[src/rtl/lspc_pkg.sv]
// ----------------------------------------------------------------------------
// lspc_pkg
// Shared types, constants and helpers for the log page counter parser.
// ----------------------------------------------------------------------------
package lspc_pkg;

  localparam int NUM_COUNTERS   = 7;
  localparam int MAX_PAGE_BYTES = 256;
  localparam int MIN_PAGE_BYTES = 8;
  localparam int MAX_ASCII_LEN  = 16;
  localparam int MAX_BINARY_LEN = 8;
  localparam int LAST_CODE      = 6;

  localparam int IDX_W    = 3;
  localparam int ADDR_W   = IDX_W + 1;
  localparam int VALUE_W  = 64;
  localparam int OFF_W    = $clog2(MAX_PAGE_BYTES + 1);
  localparam int LEFT_W   = $clog2(MAX_ASCII_LEN + 1);
  localparam int STATUS_W = 3;

  typedef enum logic [2:0] {
    PH_HEADER,
    PH_CODE_HI,
    PH_CODE_LO,
    PH_CONTROL,
    PH_LENGTH,
    PH_VALUE
  } phase_t;

  typedef enum logic [STATUS_W-1:0] {
    ST_OK        = 3'd0,
    ST_SHORT     = 3'd1,
    ST_TOO_LONG  = 3'd2,
    ST_BAD_HEX   = 3'd3,
    ST_TRUNCATED = 3'd4
  } status_t;

  // Counter store write port
  typedef struct packed {
    logic               en;
    logic [ADDR_W-1:0]  addr;
    logic [VALUE_W-1:0] data;
  } lspc_wr_t;

  // Finished page handed to the result side
  typedef struct packed {
    logic    start;
    logic    bank;
    status_t status;
  } lspc_job_t;

  // Decode one ASCII hex digit: bit 4 set when the byte is a digit
  function automatic logic [4:0] hex_digit(input logic [7:0] b);
    logic [4:0] r;
    r = 5'd0;
    if (b inside {[8'h30:8'h39]}) begin
      r = {1'b1, 4'(b - 8'h30)};
    end else if (b inside {[8'h61:8'h66]}) begin
      r = {1'b1, 4'(b - 8'h61 + 8'd10)};
    end else if (b inside {[8'h41:8'h46]}) begin
      r = {1'b1, 4'(b - 8'h41 + 8'd10)};
    end
    return r;
  endfunction

endpackage

[src/rtl/scsi_log_page_counter_parser.sv]
// ----------------------------------------------------------------------------
// scsi_log_page_counter_parser
// Parses a log sense error-counter page and reports its counters.
// ----------------------------------------------------------------------------
// Input: one page byte per cycle; ready falls only on a last byte while the
// previous page's results are still being sent.
// Output: seven counter transactions per page, the first in the cycle after the
// last byte via the registered store read, then one per cycle while m_tready is high.
// Reset (rst, synchronous): parser and result side return to idle at once.
module scsi_log_page_counter_parser
  import lspc_pkg::*;
(
  input  logic        clk,
  input  logic        rst,
  input  logic        s_tvalid,
  output logic        s_tready,
  input  logic [7:0]  s_tdata,   // [7:0] page_byte
  input  logic        s_tlast,   // page_end
  output logic        m_tvalid,
  input  logic        m_tready,
  output logic [71:0] m_tdata,   // [2:0] counter_index, [66:3] counter_value,
                                 // [69:67] parse_status, [71:70] zero
  output logic        m_tlast    // run_last
);

  logic                   acc;
  logic                   free;
  lspc_wr_t               wr;
  lspc_job_t              job;
  logic [(1<<ADDR_W)-1:0] valid;
  logic [ADDR_W-1:0]      raddr;
  logic [VALUE_W-1:0]     rdata;

  // Stall a closing byte until the result side can take the page
  assign s_tready = !s_tlast || free;
  assign acc      = s_tvalid && s_tready;

  lspc_parser u_parser (
    .clk       (clk),
    .rst       (rst),
    .acc       (acc),
    .page_byte (s_tdata),
    .page_end  (s_tlast),
    .wr        (wr),
    .job       (job),
    .valid     (valid)
  );

  lspc_ram #(
    .DATA_W (VALUE_W),
    .ADDR_W (ADDR_W)
  ) u_ram (
    .clk   (clk),
    .we    (wr.en),
    .waddr (wr.addr),
    .wdata (wr.data),
    .raddr (raddr),
    .rdata (rdata)
  );

  lspc_emitter u_emitter (
    .clk      (clk),
    .rst      (rst),
    .job      (job),
    .wr       (wr),
    .valid    (valid),
    .rdata    (rdata),
    .raddr    (raddr),
    .free     (free),
    .m_tvalid (m_tvalid),
    .m_tready (m_tready),
    .m_tdata  (m_tdata),
    .m_tlast  (m_tlast)
  );

endmodule

[src/rtl/lspc_ram.sv]
// ----------------------------------------------------------------------------
// lspc_ram
// Simple dual-port RAM, registered read, write-first on collision.
// ----------------------------------------------------------------------------
module lspc_ram #(
  parameter int DATA_W = 64,
  parameter int ADDR_W = 4
) (
  input  logic              clk,
  input  logic              we,
  input  logic [ADDR_W-1:0] waddr,
  input  logic [DATA_W-1:0] wdata,
  input  logic [ADDR_W-1:0] raddr,
  output logic [DATA_W-1:0] rdata
);

  logic [DATA_W-1:0] mem [(1<<ADDR_W)];

  // Write port
  always_ff @(posedge clk) begin
    if (we) begin
      mem[waddr] <= wdata;
    end
  end

  // Read port, forward a same-cycle write
  always_ff @(posedge clk) begin
    if (we && (waddr == raddr)) begin
      rdata <= wdata;
    end else begin
      rdata <= mem[raddr];
    end
  end

endmodule

[src/rtl/lspc_parser.sv]
// ----------------------------------------------------------------------------
// lspc_parser
// Byte walker: page header, parameter records and value accumulation.
// Writes finished counters into the active bank of the counter store.
// ----------------------------------------------------------------------------
module lspc_parser
  import lspc_pkg::*;
(
  input  logic                   clk,
  input  logic                   rst,
  input  logic                   acc,
  input  logic [7:0]             page_byte,
  input  logic                   page_end,
  output lspc_wr_t               wr,
  output lspc_job_t              job,
  output logic [(1<<ADDR_W)-1:0] valid
);

  logic [OFF_W-1:0]   byte_offset, byte_offset_next;
  logic [15:0]        header_length, header_length_next;
  phase_t             phase, phase_next;
  logic [IDX_W-1:0]   code, code_next;
  logic               code_ok, code_ok_next;
  logic               ascii, ascii_next;
  logic [LEFT_W-1:0]  left, left_next;
  logic [VALUE_W-1:0] accum, accum_next;
  logic               done, done_next;
  status_t            err, err_next;
  logic               bank, bank_next;
  logic [(1<<ADDR_W)-1:0] valid_next;
  logic [4:0]         hex;
  logic [15:0]        rec_off;

  assign hex     = hex_digit(page_byte);
  assign rec_off = 16'(byte_offset) - 16'd4;

  // Walk one byte
  always_comb begin
    byte_offset_next   = byte_offset;
    header_length_next = header_length;
    phase_next         = phase;
    code_next          = code;
    code_ok_next       = code_ok;
    ascii_next         = ascii;
    left_next          = left;
    accum_next         = accum;
    done_next          = done;
    err_next           = err;
    bank_next          = bank;
    valid_next         = valid;
    wr                 = '0;
    job                = '0;
    job.status         = ST_OK;

    if (acc && (byte_offset < OFF_W'(MAX_PAGE_BYTES))) begin
      byte_offset_next = byte_offset + OFF_W'(1);
      if (!done) begin
        case (phase)
          PH_HEADER: begin
            if (byte_offset == OFF_W'(2)) begin
              header_length_next = {page_byte, 8'h00};
            end else if (byte_offset == OFF_W'(3)) begin
              header_length_next = {header_length[15:8], page_byte};
              phase_next         = PH_CODE_HI;
            end
          end
          PH_CODE_HI: begin
            if (rec_off >= header_length) begin
              done_next = 1'b1;
            end else begin
              code_ok_next = (page_byte == 8'h00);
              phase_next   = PH_CODE_LO;
            end
          end
          PH_CODE_LO: begin
            code_ok_next = code_ok && (page_byte < 8'(NUM_COUNTERS))
                           && (page_byte <= 8'(LAST_CODE));
            code_next    = page_byte[IDX_W-1:0];
            phase_next   = PH_CONTROL;
          end
          PH_CONTROL: begin
            ascii_next = page_byte[0] && !page_byte[1];
            phase_next = PH_LENGTH;
          end
          PH_LENGTH: begin
            if ((page_byte == 8'h00) || !code_ok) begin
              done_next = 1'b1;
            end else if (ascii ? (page_byte > 8'(MAX_ASCII_LEN))
                               : (page_byte > 8'(MAX_BINARY_LEN))) begin
              err_next  = ST_TOO_LONG;
              done_next = 1'b1;
            end else begin
              left_next  = page_byte[LEFT_W-1:0];
              accum_next = '0;
              phase_next = PH_VALUE;
            end
          end
          PH_VALUE: begin
            if (ascii && !hex[4]) begin
              err_next  = ST_BAD_HEX;
              done_next = 1'b1;
            end else begin
              if (ascii) begin
                accum_next = {accum[VALUE_W-5:0], hex[3:0]};
              end else begin
                accum_next = {accum[VALUE_W-9:0], page_byte};
              end
              left_next = left - LEFT_W'(1);
              if (left == LEFT_W'(1)) begin
                wr.en   = 1'b1;
                wr.addr = {bank, code};
                wr.data = accum_next;
                valid_next[{bank, code}] = 1'b1;
                if ((code == IDX_W'(LAST_CODE)) || (code == IDX_W'(NUM_COUNTERS - 1))) begin
                  done_next = 1'b1;
                end else begin
                  phase_next = PH_CODE_HI;
                end
              end
            end
          end
          default: begin
            done_next = 1'b1;
          end
        endcase
      end
    end

    // Close the page: report status, swap banks, clear state
    if (acc && page_end) begin
      job.start = 1'b1;
      job.bank  = bank;
      if (byte_offset_next < OFF_W'(MIN_PAGE_BYTES)) begin
        job.status = ST_SHORT;
      end else if (err_next != ST_OK) begin
        job.status = err_next;
      end else if (!done_next && (phase_next inside {PH_CODE_LO, PH_CONTROL,
                                                      PH_LENGTH, PH_VALUE})) begin
        job.status = ST_TRUNCATED;
      end
      bank_next          = !bank;
      byte_offset_next   = '0;
      header_length_next = '0;
      phase_next         = PH_HEADER;
      code_next          = '0;
      code_ok_next       = 1'b0;
      ascii_next         = 1'b0;
      left_next          = '0;
      done_next          = 1'b0;
      err_next           = ST_OK;
      for (int i = 0; i < (1 << IDX_W); i++) begin
        valid_next[{!bank, IDX_W'(i)}] = 1'b0;
      end
    end
  end

  // Hold control state
  always_ff @(posedge clk) begin
    if (rst) begin
      byte_offset   <= '0;
      header_length <= '0;
      phase         <= PH_HEADER;
      code          <= '0;
      code_ok       <= 1'b0;
      ascii         <= 1'b0;
      left          <= '0;
      done          <= 1'b0;
      err           <= ST_OK;
      bank          <= 1'b0;
      valid         <= '0;
    end else begin
      byte_offset   <= byte_offset_next;
      header_length <= header_length_next;
      phase         <= phase_next;
      code          <= code_next;
      code_ok       <= code_ok_next;
      ascii         <= ascii_next;
      left          <= left_next;
      done          <= done_next;
      err           <= err_next;
      bank          <= bank_next;
      valid         <= valid_next;
    end
  end

  // Value accumulator
  always_ff @(posedge clk) begin
    accum <= accum_next;
  end

endmodule

[src/rtl/lspc_emitter.sv]
// ----------------------------------------------------------------------------
// lspc_emitter
// Result side: sweeps the finished bank of the counter store and presents
// one counter per transaction.
// ----------------------------------------------------------------------------
module lspc_emitter
  import lspc_pkg::*;
(
  input  logic                   clk,
  input  logic                   rst,
  input  lspc_job_t              job,
  input  lspc_wr_t               wr,
  input  logic [(1<<ADDR_W)-1:0] valid,
  input  logic [VALUE_W-1:0]     rdata,
  output logic [ADDR_W-1:0]      raddr,
  output logic                   free,
  output logic                   m_tvalid,
  input  logic                   m_tready,
  output logic [71:0]            m_tdata,
  output logic                   m_tlast
);

  logic [IDX_W-1:0] idx, idx_next;
  logic             ebank, ebank_next;
  status_t          status, status_next;
  logic             m_tvalid_next;
  logic             rd_valid;
  logic             last;
  logic [VALUE_W-1:0] value;

  assign last  = (idx == IDX_W'(NUM_COUNTERS - 1));
  assign free  = !m_tvalid || (m_tready && last);
  assign raddr = {ebank_next, idx_next};

  // Select the entry to present next
  always_comb begin
    idx_next      = idx;
    ebank_next    = ebank;
    status_next   = status;
    m_tvalid_next = m_tvalid;
    if (job.start) begin
      idx_next      = '0;
      ebank_next    = job.bank;
      status_next   = job.status;
      m_tvalid_next = 1'b1;
    end else if (m_tvalid && m_tready) begin
      if (last) begin
        m_tvalid_next = 1'b0;
      end else begin
        idx_next = idx + IDX_W'(1);
      end
    end
  end

  always_ff @(posedge clk) begin
    if (rst) begin
      m_tvalid <= 1'b0;
      idx      <= '0;
      ebank    <= 1'b0;
      status   <= ST_OK;
    end else begin
      m_tvalid <= m_tvalid_next;
      idx      <= idx_next;
      ebank    <= ebank_next;
      status   <= status_next;
    end
  end

  // Entry written this page, aligned with the store read
  always_ff @(posedge clk) begin
    rd_valid <= valid[raddr] || (wr.en && (wr.addr == raddr));
  end

  // Drive the result transaction
  assign value   = ((status == ST_SHORT) || !rd_valid) ? '0 : rdata;
  assign m_tdata = {2'b00, status, value, idx};
  assign m_tlast = last;

endmodule

[config.mk]
export PLATFORM = sky130hd
export DESIGN_NAME = scsi_log_page_counter_parser
export DESIGN_NICKNAME = d
export VERILOG_FILES = /design/src/rtl/lspc_pkg.sv /design/src/rtl/scsi_log_page_counter_parser.sv /design/src/rtl/lspc_ram.sv /design/src/rtl/lspc_parser.sv /design/src/rtl/lspc_emitter.sv
export SDC_FILE = /design/constraint.sdc
export NUM_CORES = 1
export LEC_CHECK = 0
export BUFFER_PORTS_ARGS = -buffer_cell sky130_fd_sc_hd__clkbuf_2
export CAP_MARGIN = 20
export CORE_MARGIN = 2
export CORE_UTILIZATION = 54
export CTS_CLUSTER_SIZE = 25
export DETAILED_ROUTE_END_ITERATION = 12
export PLACE_DENSITY = 0.7
export REMOVE_ABC_BUFFERS = 1
export SYNTH_ARGS = -nofsm -noshare
export SYNTH_HDL_FRONTEND = slang
export SYNTH_SLANG_ARGS = --single-unit
[constraint.sdc]
create_clock -name clk -period 10 [get_ports clk]
set_clock_uncertainty 0.2 [all_clocks]
set_input_delay 1 -clock clk [delete_from_list [all_inputs] [get_ports clk]]
set_output_delay 1 -clock clk [all_outputs]
set_load 0.01 [all_outputs]
==> results of run 1 <==
-- where the power goes --
part,total (mW),switching [mW],internal [mW]
Combinational,0.187,0.112,0.0757
Sequential,5.22,0.0125,5.21
Clock,4.34,1.76,2.58
Total,9.75,1.88,7.87
-- layout make-up --
cell class | count | area [um^2]
Clock inverter | 73 | 823
Timing Repair Buffer | 134 | 900
Antenna cell | 1 | 2.50
Fill cell | 5727 | 32300
Clock buffer | 137 | 3020
Multi-Input combinational cell | 943 | 11300
Sequential cell | 1156 | 34000
Inverter | 35 | 131
Tap cell | 1134 | 1420
-- worst max-delay path by stage --
stage                from           endpoint  slack, ps  depth (start not counted)
2_1_floorplan        flop        m_tdata[10]      -2930                          3
3_3_place_gp   s_tdata[0]   u_ram.mem[2][41]       4320                         11
3_5_place_dp   s_tdata[0]  u_ram.mem[10][23]       4290                         11
4_1_cts              flop         m_tdata[5]       4160                          6
5_1_grt              flop        m_tdata[24]       3990                          6
6_report             flop        m_tdata[24]       4380                          6
-- Yosys cell counts (3+ instances only) --
cell type / instances
sky130_fd_sc_hd__a211oi_1: 5
sky130_fd_sc_hd__a21o_1: 4
sky130_fd_sc_hd__a21oi_1: 28
sky130_fd_sc_hd__a31oi_1: 4
sky130_fd_sc_hd__and2_1: 4
sky130_fd_sc_hd__and3_1: 3
sky130_fd_sc_hd__buf_1: 11
sky130_fd_sc_hd__buf_2: 42
sky130_fd_sc_hd__buf_6: 3
sky130_fd_sc_hd__clkbuf_1: 66
sky130_fd_sc_hd__dfxtp_1: 72
sky130_fd_sc_hd__edfxtp_1: 1084
sky130_fd_sc_hd__ha_1: 28
sky130_fd_sc_hd__inv_1: 34
sky130_fd_sc_hd__mux2i_1: 78
sky130_fd_sc_hd__mux4_2: 320
sky130_fd_sc_hd__nand2_1: 38
sky130_fd_sc_hd__nand2b_1: 5
sky130_fd_sc_hd__nand3_1: 21
sky130_fd_sc_hd__nand4_1: 4
sky130_fd_sc_hd__nor2_1: 182
sky130_fd_sc_hd__nor2_2: 6
sky130_fd_sc_hd__nor2b_1: 66
sky130_fd_sc_hd__nor3_1: 14
sky130_fd_sc_hd__nor3b_1: 5
sky130_fd_sc_hd__nor4_1: 5
sky130_fd_sc_hd__o211ai_1: 5
sky130_fd_sc_hd__o21a_1: 20
sky130_fd_sc_hd__o21ai_0: 15
sky130_fd_sc_hd__o221ai_1: 5
sky130_fd_sc_hd__o31ai_1: 3
sky130_fd_sc_hd__or2_2: 3
sky130_fd_sc_hd__or3_1: 5
sky130_fd_sc_hd__xnor2_1: 12
sky130_fd_sc_hd__xor2_1: 6
-- sequential cells by signal (all words and copies together) (netlist names), 3 cells and up, named ones only --
name	cells
u_parser.header_length	16
u_parser.byte_offset	9
u_parser.phase	3
u_emitter.idx	3
u_parser.left	5
u_parser.code	3
u_parser.valid	16
u_parser.accum	60
u_ram.mem	1024
u_parser.err	3
u_emitter.status	3
-- worst max-delay path, delay by kind of cell, from the launching register on --
kind,cells,cell delay (ps)
flip-flops,1,630
buffers and inverters,3,1650
AND/OR/NAND/NOR,1,170
multiplexers,2,1180
-- cells by family (layout without fill, tap and decap cells) --
| family | count (synthesis) | after routing | share of synthesized area [%] |
|---|---|---|---|
| compound gates | 119 | 119 | 1.89 |
| flops | 1156 | 1156 | 74.1 |
| xor+xnor | 18 | 18 | 0.343 |
| other cells | 1 | 3 | 0.00817 |
| mux | 398 | 398 | 17.4 |
| buf+inv | 159 | 379 | 1.48 |
| simple gates | 378 | 378 | 4.06 |
| fa+ha+maj | 28 | 28 | 0.763 |
-- layer usage --
metal / vias to the layer above / part of all wire, %
li1: 9459 / -
met1: 11800 / 42
met2: 840 / 50
met3: 150 / 6.4
met4: 0 / 2.2
met5: - / 0
-- stage by stage --
step	power (mW)	utilization (%)	instance area, um^2	worst slack [ps]	hold slack, ps
final	9.75	61.5	51600	4380	262
after global routing	10.0	61.5	51600	3990	281
after CTS	9.82	61.4	51500	4160	261
after detailed placement	5.51	56.8	47700	4290	253
after global placement	5.51	56.7	47600	4320	246
after floorplan	5.47	-	45400	-2930	224
==> impl_table.tex, run 1 <==
\begin{tabular}{lr}
\hline
Metric & Value \\
\hline
\multicolumn{2}{l}{\textbf{Critical path}} \\
CP Data Required Time & $\sim$8800 ps \\
Worst-case reg-to-reg path depth & 10 \\
Cell with the biggest individual delay on the critical path & sky130\_fd\_sc\_hd\_\_buf\_4 \\
Element type at the critical path end & primary output \\
Startpoint Class & flop \\
Internal reg-to-reg setup slack & 5120 ps \\
Cell breakdown of the critical path & buf\_12, buf\_4, mux4\_2, mux4\_2, nor2b\_1, clkbuf\_2 \\
Type of the worst setup path & flop to primary output \\
Crit path top cell by count & sky130\_fd\_sc\_hd\_\_mux4\_2 \\
Terminus of the critical flop-to-flop path & u\_ram.mem[12][52] \\
CP Data Arrival Time & roughly 4400 ps \\
Crit path largest cell delay & 900 ps \\
Peak fanout along the critical path & 90 \\
Reg2Reg Launch Point & u\_emitter.idx[0] \\
\multicolumn{2}{l}{\textbf{Drt}} \\
Routed Antenna Nets & 0 \\
Number of optimization iterations in the first detailed-route pass & 6 \\
Detail-routed via count per cell & just over 6 \\
Total via count in the routed design & approximately 22000 \\
DRT iter0 DRCs & 2527 \\
Final WL & 96500 um \\
Average routed wire per standard cell & about 27 um \\
Number of remaining DRC errors & 0 \\
\multicolumn{2}{l}{\textbf{Min path}} \\
Hold Path Origin & u\_parser.header\_length[4] \\
Worst hold path stage count & 2 \\
Worst min path class & flop to flop \\
WHS Endpoint & u\_parser.header\_length[4] \\
\multicolumn{2}{l}{\textbf{Outcome}} \\
Result of the run & finished clean \\
\multicolumn{2}{l}{\textbf{Clock network}} \\
Worst-skew pair later-pin latency & about 670 ps \\
TritonCTS clock tree & yes \\
Clock slew at the register clock pins of the worst setup and hold paths & 60 ps \\
Number of sinks handled by clock tree synthesis & 1156 \\
Post-CTS Setup Inserts & 0 \\
Maximum buffer depth of the clock tree & 3 \\
Quantity of hold-fixing buffers added after cts & 0 \\
CTS HTree Levels & 3 \\
PostCTS Resize Cnt & 0 \\
Number of buffers inserted during clock tree synthesis & approximately 110 \\
Cell chosen for the clock root & sky130\_fd\_sc\_hd\_\_clkbuf\_16 \\
\multicolumn{2}{l}{\textbf{Floorplan}} \\
Width of the die & between 200 and 300 um \\
Die Span Y & roughly 300 um \\
Total I/O pin count & 88 \\
Area of the core & 0.0840 mm\^{}2 \\
Effective utilization at floorplan & 54.7\% \\
Total Die Area & between 0.08 and 0.09 mm\^{}2 \\
Placement Rows & roughly 110 \\
\multicolumn{2}{l}{\textbf{Global routing}} \\
Maximum number of pins on one net before global-route repair & just over 90 \\
Met2 track demand over resource & around 37\% \\
Grt met1 use & between 30\% and 40\% \\
Initial antenna violation count & 0 \\
Total Routing Usage GR & a little under a quarter \\
Global Route met3 Usage & about 3.1\% \\
Overflow after GRT & 0 \\
Wire length of the first global-routing pass & 146000 um \\
Vias in the first global route & between 20000 and 25000 \\
Most Used Layer, Global Route & met2 \\
\multicolumn{2}{l}{\textbf{Logic synthesis}} \\
Number of enable-type register cells in the synthesized netlist & approximately 1100 \\
Count of unique library cells instantiated by Yosys & 76 \\
Prevailing post-synth register cell & sky130\_fd\_sc\_hd\_\_edfxtp\_1 \\
Warnings from Yosys & 0 \\
Synthesized flop and latch total & between 1000 and 1500 \\
Area fraction of the dominant cell type after synthesis & 70.9\% \\
Number of standard cells after synthesis & between 2000 and 2500 \\
Mean area per synthesized cell & roughly 20 um\^{}2 \\
Largest cells by area after synthesis & sky130\_fd\_sc\_hd\_\_edfxtp\_1 (71\%), sky130\_fd\_sc\_hd\_\_mux4\_2 (16\%), sky130\_fd\_sc\_hd\_\_dfxtp\_1 (3.1\%) \\
Register area share after synthesis & approximately 74\% \\
Share of synthesized flip-flops with an asynchronous set or reset & 0\% \\
Area leader, netlist & sky130\_fd\_sc\_hd\_\_edfxtp\_1 \\
Cell area after synthesis & between 0.04 and 0.05 mm\^{}2 \\
\multicolumn{2}{l}{\textbf{Job}} \\
Maximum capacitance violations & 0 \\
\multicolumn{2}{l}{\textbf{Placement}} \\
DP HPWL & just over 50000 um \\
IO buf count & 85 \\
Last weighted congestion value of the routability-driven placer & 0.856 \\
Number of cells after detailed placement & 3395 \\
\multicolumn{2}{l}{\textbf{Power}} \\
Power density relative to cell area & $\sim$190 mW/mm\^{}2 \\
Leakage Power & approximately 14 nW \\
Maximum resistive drop on vdd & about 0.15 mV \\
\multicolumn{2}{l}{\textbf{Timing}} \\
Slew Limit Fails & 0 \\
Final period utilization & a little under three fifths \\
Maximum operating frequency & around 0.18 GHz \\
Setup TNS after final layout & 0 ps \\
Final setup violating endpoints & 0 \\
Slew headroom & 26.1\% \\
Worst Max-Slew Pin Slew & about 1100 ps \\
Fin. Hold Viols & 0 \\
Setup repair after global routing missed its margin & no \\
Final min period & approximately 5600 ps \\
\multicolumn{2}{l}{\textbf{Layout}} \\
Share of final-layout standard cells stronger than drive strength 1 & approximately 27\% \\
Commonest non-fill, non-tap cells in the layout & sky130\_fd\_sc\_hd\_\_edfxtp\_1 (1084), sky130\_fd\_sc\_hd\_\_mux4\_2 (320), sky130\_fd\_sc\_hd\_\_nor2\_1 (179), sky130\_fd\_sc\_hd\_\_clkbuf\_16 (115), sky130\_fd\_sc\_hd\_\_clkbuf\_2 (85) \\
Cell Count, Final, Fillers Out & about 3600 \\
Layout-stage area growth over the synthesis result & 12.5\% \\
Number of nets in the finished design & about 2400 \\
Most common cell after layout, fill and taps aside & sky130\_fd\_sc\_hd\_\_edfxtp\_1 \\
\hline
\end{tabular}
Note: power is estimated with default switching activity, not from simulation.
==> run 2, diff against run 1 <==
- clock period: 10 -> 5.5 ns (I/O delays scaled with it)
==> impl_table.tex, run 2 (synthesized netlist as in run 1, its figures left out) <==
\begin{tabular}{lr}
\hline
Metric & Value \\
\hline
\multicolumn{2}{l}{\textbf{Critical path}} \\
Terminus of the critical flop-to-flop path & u\_ram.mem[10][5] \\
Internal reg-to-reg setup slack & 1280 ps (-3840 ps) \\
CP Data Required Time & 5600 ps (-3200 ps) \\
Element type at the critical path end & flop \\
Reg2Reg Launch Point & u\_emitter.idx[0] \\
Peak fanout along the critical path & 52 (-42\%) \\
CP Data Arrival Time & 4330 ps (-90 ps) \\
Source of the critical timing path & u\_emitter.idx[0] \\
Destination of the critical timing path & u\_ram.mem[10][5] \\
Startpoint Class & flop \\
Type of the worst setup path & flop to flop \\
Worst-case reg-to-reg path depth & 9 (-1) \\
\multicolumn{2}{l}{\textbf{Floorplan}} \\
Total Die Area & 0.0873 mm\^{}2 (unchanged) \\
Total I/O pin count & 88 (unchanged) \\
Effective utilization at floorplan & 54.7\% (unchanged) \\
Placement Rows & 106 (unchanged) \\
Die Span Y & 296 um (unchanged) \\
Area of the core & 0.0840 mm\^{}2 (unchanged) \\
Width of the die & 296 um (unchanged) \\
\multicolumn{2}{l}{\textbf{Layout}} \\
Number of filler cells placed in the layout & 5781 (+0.94\%) \\
Number of nets in the finished design & 2429 (+0.21\%) \\
Share of final-layout standard cells stronger than drive strength 1 & 26.1\% (-0.77 points) \\
Most common cell after layout, fill and taps aside & sky130\_fd\_sc\_hd\_\_edfxtp\_1 \\
Cell Count, Final, Fillers Out & 3617 (+0.11\%) \\
Layout-stage area growth over the synthesis result & 12.3\% \\
Largest register FFs & 1024 (unchanged) \\
Register with the most flip-flops & u\_ram.mem \\
Commonest non-fill, non-tap cells in the layout & sky130\_fd\_sc\_hd\_\_edfxtp\_1 (1084), sky130\_fd\_sc\_hd\_\_mux4\_2 (320), sky130\_fd\_sc\_hd\_\_nor2\_1 (179), sky130\_fd\_sc\_hd\_\_clkbuf\_16 (113), sky130\_fd\_sc\_hd\_\_clkbuf\_2 (87) \\
Leading registers by flop count & u\_ram.mem x1024, u\_parser.accum x60 \\
\multicolumn{2}{l}{\textbf{Power}} \\
Clock Power Share & 42.7\% (-1.8 points) \\
Switch Pwr & 3.42 mW (+82\%) \\
Maximum resistive drop on vdd & 0.245 mV (+64\%) \\
Combinational Power Share & 2.0\% (about the same) \\
Power density relative to cell area & 333 mW/mm\^{}2 (+76\%) \\
Switching share of power & 19.9\% (+0.63 points) \\
Cell-internal power & 13.7 mW (+75\%) \\
Leakage Power & 13.4 nW (-0.88\%) \\
Reg power frac & 55.4\% (+1.8 points) \\
\multicolumn{2}{l}{\textbf{Outcome}} \\
Result of the run & finished clean \\
\multicolumn{2}{l}{\textbf{Drt}} \\
DRT iter0 DRCs & 2216 (-12\%) \\
Met2 layer wire length in the routed design & 49400 um (+2.6\%) \\
Routed Antenna Nets & 0 (unchanged) \\
Number of optimization iterations in the first detailed-route pass & 5 (-1) \\
Average routed wire per standard cell & 26.9 um (+0.86\%) \\
WL met3 & 5870 um (-5.2\%) \\
Highest layer used for signal routing & met4 \\
Number of remaining DRC errors & 0 (unchanged) \\
Detail-routed via count per cell & 6.14 (-0.29\%) \\
Final WL & 97500 um (+0.97\%) \\
Routed met1 length & 40600 um (+1.4\%) \\
Total via count in the routed design & 22200 (-0.18\%) \\
\multicolumn{2}{l}{\textbf{Clock network}} \\
Maximum buffer depth of the clock tree & 3 (unchanged) \\
Cell chosen for the clock root & sky130\_fd\_sc\_hd\_\_clkbuf\_16 \\
Clock slew at the register clock pins of the worst setup and hold paths & 60 ps (about the same) \\
PostCTS Resize Cnt & 0 (unchanged) \\
TritonCTS clock tree & yes \\
Number of sinks handled by clock tree synthesis & 1156 (unchanged) \\
CTS HTree Levels & 3 (unchanged) \\
Worst-skew pair later-pin latency & 690 ps (+20 ps) \\
Number of buffers inserted during clock tree synthesis & 113 (unchanged) \\
\multicolumn{2}{l}{\textbf{Placement}} \\
Last weighted congestion value of the routability-driven placer & 0.778 (-9.0\%) \\
IO buf count & 85 (unchanged) \\
DP HPWL & 51500 um (+0.23\%) \\
Number of cells after detailed placement & 3398 (+0.088\%) \\
Pre-CTS setup slack & 1130 ps (-3160 ps) \\
\multicolumn{2}{l}{\textbf{Global routing}} \\
Total Routing Usage GR & 22.8\% (+0.10 points) \\
Maximum number of pins on one net before global-route repair & 74 (-19\%) \\
Initial antenna violation count & 0 (unchanged) \\
Overflow after GRT & 0 (unchanged) \\
Vias in the first global route & 23200 (-0.022\%) \\
Wire length of the first global-routing pass & 146000 um (+0.14\%) \\
\multicolumn{2}{l}{\textbf{Timing}} \\
Maximum operating frequency & 0.237 GHz \\
Final period utilization & around three quarters \\
Slew headroom & 29.2\% (+3.2 points) \\
Final worst-path setup slack & 1280 ps (-3100 ps) \\
Worst Max-Slew Pin Slew & 1060 ps (-51.2 ps) \\
Slew Limit Fails & 0 (unchanged) \\
Fin. Hold Viols & 0 (unchanged) \\
Setup repair after global routing missed its margin & no \\
Final min period & approximately 4200 ps \\
Final setup violating endpoints & 0 (unchanged) \\
\multicolumn{2}{l}{\textbf{Job}} \\
Maximum capacitance violations & 0 (unchanged) \\
\multicolumn{2}{l}{\textbf{Min path}} \\
Worst min path class & primary input to flop \\
\hline
\end{tabular}
==> run 2: cell count changes in the layout (fill, tap and decap cells not counted), sizes merged <==
cell | previous run | this run
inv | 39 | 40
clkinv | 49 | 43
buf | 48 | 47
dlygate4sd3 | 0 | 5
clkinvlp | 3 | 4
clkbuf | 223 | 239
bufinv | 17 | 5
==> run 2: final cells by class <==
class	instances	area (um^2)	share of cell area, %
inverters	35	131	0.255
well taps	1134	1420	2.75
flip-flops and latches	1156	34000	66.0
clock buffers	152	3050	5.91
repair buffers	139	1120	2.17
multi-input cells	943	11300	22.0
clock inverters	57	478	0.927
diodes	1	2.50	0.00486
==> run 2: how the worst min path moves through the flow <==
stage	from	to	slack, ps	cells past startpoint
floorplan	u_parser.err[2]	u_parser.err[2]	220	2
global placement	u_parser.valid[0]	u_parser.valid[0]	250	1
detailed placement	u_parser.header_length[5]	u_parser.header_length[5]	250	2
CTS	s_tdata[6]	u_parser.header_length[6]	4	3
global route	s_tdata[6]	u_parser.header_length[6]	20	3
finish	s_tdata[6]	u_parser.header_length[6]	30	3
==> run 2: critical path, stage by stage, from the launching register on <==
cell and delay [ps]:
sky130_fd_sc_hd__dfxtp_1 350, sky130_fd_sc_hd__inv_1 70, sky130_fd_sc_hd__ha_1 190, sky130_fd_sc_hd__and3_1 310
sky130_fd_sc_hd__o21ai_2 180, sky130_fd_sc_hd__nor2_1 350, sky130_fd_sc_hd__nand4b_4 510, sky130_fd_sc_hd__or3b_4 640
sky130_fd_sc_hd__nor2_4 530, sky130_fd_sc_hd__buf_12 460
==> run 2: routing by layer <==
layer,GRT usage (%),up-vias
li1,-,9479
met1,32.4,11700
met2,38.1,854
met3,3.25,110
met4,5.35,0
met5,0,-
==> run 2: timing repair <==
item | CTS | global route
setup buffers | 0 | 0
hold buffers | 5 | 0
endpoints found under the hold margin | 3 | 0
==> run 2: through the flow <==
step	utilization [%]	power, mW	area [um^2]	hold WS, ps	TNS [ps]
2_1_floorplan	-	9.94	45400	224	-1513260
3_3_place_gp	57.1	10.0	47900	247	0
3_5_place_dp	57.1	10.0	47900	253	0
4_1_cts	61.3	17.3	51500	3.99	0
5_1_grt	61.4	17.7	51500	20.7	0
6_report	61.4	17.2	51500	25.1	0
==> run 2: power by group through the flow <==
stage / combinational (mW) / sequential, mW / clock, mW
2_1_floorplan: 0.207 / 9.74 / 0
3_3_place_gp: 0.339 / 9.69 / 0
3_5_place_dp: 0.342 / 9.69 / 0
4_1_cts: 0.346 / 9.50 / 7.45
5_1_grt: 0.369 / 9.50 / 7.80
6_report: 0.336 / 9.50 / 7.32
==> run 3, diff against run 2 <==
- PLACE_DENSITY: 0.7 -> 0.73
- clock period: 5.5 -> 3.7 ns (I/O delays scaled with it)
==> impl_table.tex, run 3 (synthesized netlist as in run 1, its figures left out) <==
\begin{tabular}{lr}
\hline
Metric & Value \\
\hline
\multicolumn{2}{l}{\textbf{Outcome}} \\
Result of the run & finished clean \\
\multicolumn{2}{l}{\textbf{Critical path}} \\
Startpoint Class & flop \\
Internal reg-to-reg setup slack & 270 ps (-1010 ps) \\
CP Data Required Time & 3130 ps (-2470 ps) \\
Type of the worst setup path & flop to primary output \\
Element type at the critical path end & primary output \\
Peak fanout along the critical path & 40 (-23\%) \\
CP Data Arrival Time & 3010 ps (-1320 ps) \\
\multicolumn{2}{l}{\textbf{Drt}} \\
Final WL & 103000 um (+5.6\%) \\
Number of optimization iterations in the first detailed-route pass & 5 (unchanged) \\
Number of remaining DRC errors & 0 (unchanged) \\
Average routed wire per standard cell & 28.1 um (+4.3\%) \\
DRT iter0 DRCs & 2325 (+4.9\%) \\
Detail-routed via count per cell & 6.20 (+1.1\%) \\
Routed Antenna Nets & 0 (unchanged) \\
Total via count in the routed design & 22700 (+2.3\%) \\
\multicolumn{2}{l}{\textbf{Clock network}} \\
TritonCTS clock tree & yes \\
CTS HTree Levels & 3 (unchanged) \\
Number of buffers inserted during clock tree synthesis & 112 (-0.88\%) \\
Maximum buffer depth of the clock tree & 3 (unchanged) \\
Worst-skew pair later-pin latency & 680 ps (about the same) \\
Cell chosen for the clock root & sky130\_fd\_sc\_hd\_\_clkbuf\_16 \\
Number of sinks handled by clock tree synthesis & 1156 (unchanged) \\
Clock slew at the register clock pins of the worst setup and hold paths & 70 ps (about the same) \\
\multicolumn{2}{l}{\textbf{Min path}} \\
Worst min path class & primary input to flop \\
\multicolumn{2}{l}{\textbf{Layout}} \\
Final design area excluding fillers & 0.0522 mm\^{}2 (+1.3\%) \\
Leading registers by flop count & u\_ram.mem x1024, u\_parser.accum x60 \\
Register with the most flip-flops & u\_ram.mem \\
ANT cells & 0 (-1) \\
Share of final-layout standard cells stronger than drive strength 1 & 27.0\% (+0.84 points) \\
Number of nets in the finished design & 2470 (+1.7\%) \\
Layout Utilization & 62.2\% (+0.82 points) \\
Layout-stage area growth over the synthesis result & 13.8\% \\
Largest register FFs & 1024 (unchanged) \\
Most common cell after layout, fill and taps aside & sky130\_fd\_sc\_hd\_\_edfxtp\_1 \\
Commonest non-fill, non-tap cells in the layout & sky130\_fd\_sc\_hd\_\_edfxtp\_1 (1084), sky130\_fd\_sc\_hd\_\_mux4\_2 (320), sky130\_fd\_sc\_hd\_\_nor2\_1 (179), sky130\_fd\_sc\_hd\_\_clkbuf\_16 (114), sky130\_fd\_sc\_hd\_\_clkbuf\_2 (85) \\
\multicolumn{2}{l}{\textbf{Floorplan}} \\
Placement Rows & 106 (unchanged) \\
Width of the die & 296 um (unchanged) \\
Effective utilization at floorplan & 54.7\% (unchanged) \\
Area of the core & 0.0840 mm\^{}2 (unchanged) \\
Die Span Y & 296 um (unchanged) \\
Total I/O pin count & 88 (unchanged) \\
Total Die Area & 0.0873 mm\^{}2 (unchanged) \\
\multicolumn{2}{l}{\textbf{Timing}} \\
Final period utilization & 96.8\% \\
Setup repair after global routing missed its margin & no \\
Final min period & approximately 3600 ps \\
Slew Limit Fails & 0 (unchanged) \\
Maximum operating frequency & approximately 0.28 GHz \\
Slew headroom & 25.2\% (-4.0 points) \\
Fin. Hold Viols & 0 (unchanged) \\
Final setup violating endpoints & 0 (unchanged) \\
Worst Max-Slew Pin Slew & 1120 ps (+59.6 ps) \\
\multicolumn{2}{l}{\textbf{Power}} \\
Leakage Power & 13.7 nW (+2.3\%) \\
Power density relative to cell area & 491 mW/mm\^{}2 (+47\%) \\
Maximum resistive drop on vdd & 0.419 mV (+71\%) \\
\multicolumn{2}{l}{\textbf{Placement}} \\
Last weighted congestion value of the routability-driven placer & 0.858 (+10\%) \\
Placed standard-cell area & 0.0485 mm\^{}2 (+1.1\%) \\
IO buf count & 85 (unchanged) \\
DP HPWL & 56500 um (+9.8\%) \\
\multicolumn{2}{l}{\textbf{Global routing}} \\
Wire length of the first global-routing pass & 153000 um (+4.7\%) \\
Total Routing Usage GR & 24.2\% (+1.3 points) \\
Overflow after GRT & 0 (unchanged) \\
Vias in the first global route & 23600 (+1.9\%) \\
Initial antenna violation count & 0 (unchanged) \\
Maximum number of pins on one net before global-route repair & 65 (-12\%) \\
\multicolumn{2}{l}{\textbf{Job}} \\
Maximum capacitance violations & 0 (unchanged) \\
\hline
\end{tabular}
[run 3: changes by cell type in the layout (fill, tap and decap cells not counted), sizes merged, moves of 4 or more]
cell,change
buf,+35
clkinv,+4
dlygate4sd3,+8
inv,-4
[run 3: worst paths after layout]
kind / startpoint / to / depth (start not counted)
setup / recovery: flop / m_tdata[60] / 6
hold / removal: m_tready / u_emitter.idx[1] / 4
setup reg to reg: u_emitter.idx[1] / u_ram.mem[2][49] / 8
hold reg to reg: u_parser.header_length[2] / u_parser.header_length[2] / 2
[run 3: repair_timing]
| item | in CTS | in global routing |
|---|---|---|
| hold buffers | 13 | 0 |
| hold endpoints to repair | 27 | 0 |
| buffers inserted | 0 | 1 |
| gates resized for setup | 3 | 0 |
| gates cloned | 1 | 0 |
| setup endpoints to repair | 8 | 12 |
[run 3: power by group]
| part | internal [mW] | switching, mW |
|---|---|---|
| sequential | 14.1 | 0.0258 |
| clock | 6.21 | 4.74 |
| combinational | 0.244 | 0.321 |
| total | 20.5 | 5.08 |
[run 3: critical path, stage by stage (launching register included)]
cell	delay, ps
sky130_fd_sc_hd__dfxtp_4	600
sky130_fd_sc_hd__buf_12	260
sky130_fd_sc_hd__buf_12	280
sky130_fd_sc_hd__mux4_2	370
sky130_fd_sc_hd__mux4_2	460
sky130_fd_sc_hd__nor2b_1	160
sky130_fd_sc_hd__clkbuf_2	150
[run 3: final cells by class]
cell class / count / area (um^2)
flip-flops and latches: 1156 / 34000
fillers: 5551 / 31700
multi-input cells: 943 / 11300
clock buffers: 155 / 3070
repair buffers: 181 / 1790
well taps: 1134 / 1420
clock inverters: 57 / 479
inverters: 35 / 131
[run 3: through the flow]
step	power (mW)	setup TNS (ps)	std cells	worst slack, ps	hold WS, ps
2_1_floorplan	14.8	-4251580	2134	-8600	224
3_3_place_gp	14.9	0	3433	390	248
3_5_place_dp	14.9	0	3433	318	249
4_1_cts	25.8	0	3659	8.08	17.3
5_1_grt	26.3	0	3661	23.5	79.7
6_report	25.6	0	3661	120	50.5
[run 3: per-layer routing]
metal	part of all wire [%]	track usage, %	up-vias	wire length, um
met2	51	41.1	993	52900
met5	0	0	-	0
li1	-	-	9544	-
met3	7.1	4.06	139	7360
met1	40	33.3	12000	40700
met4	1.9	5.45	0	1950
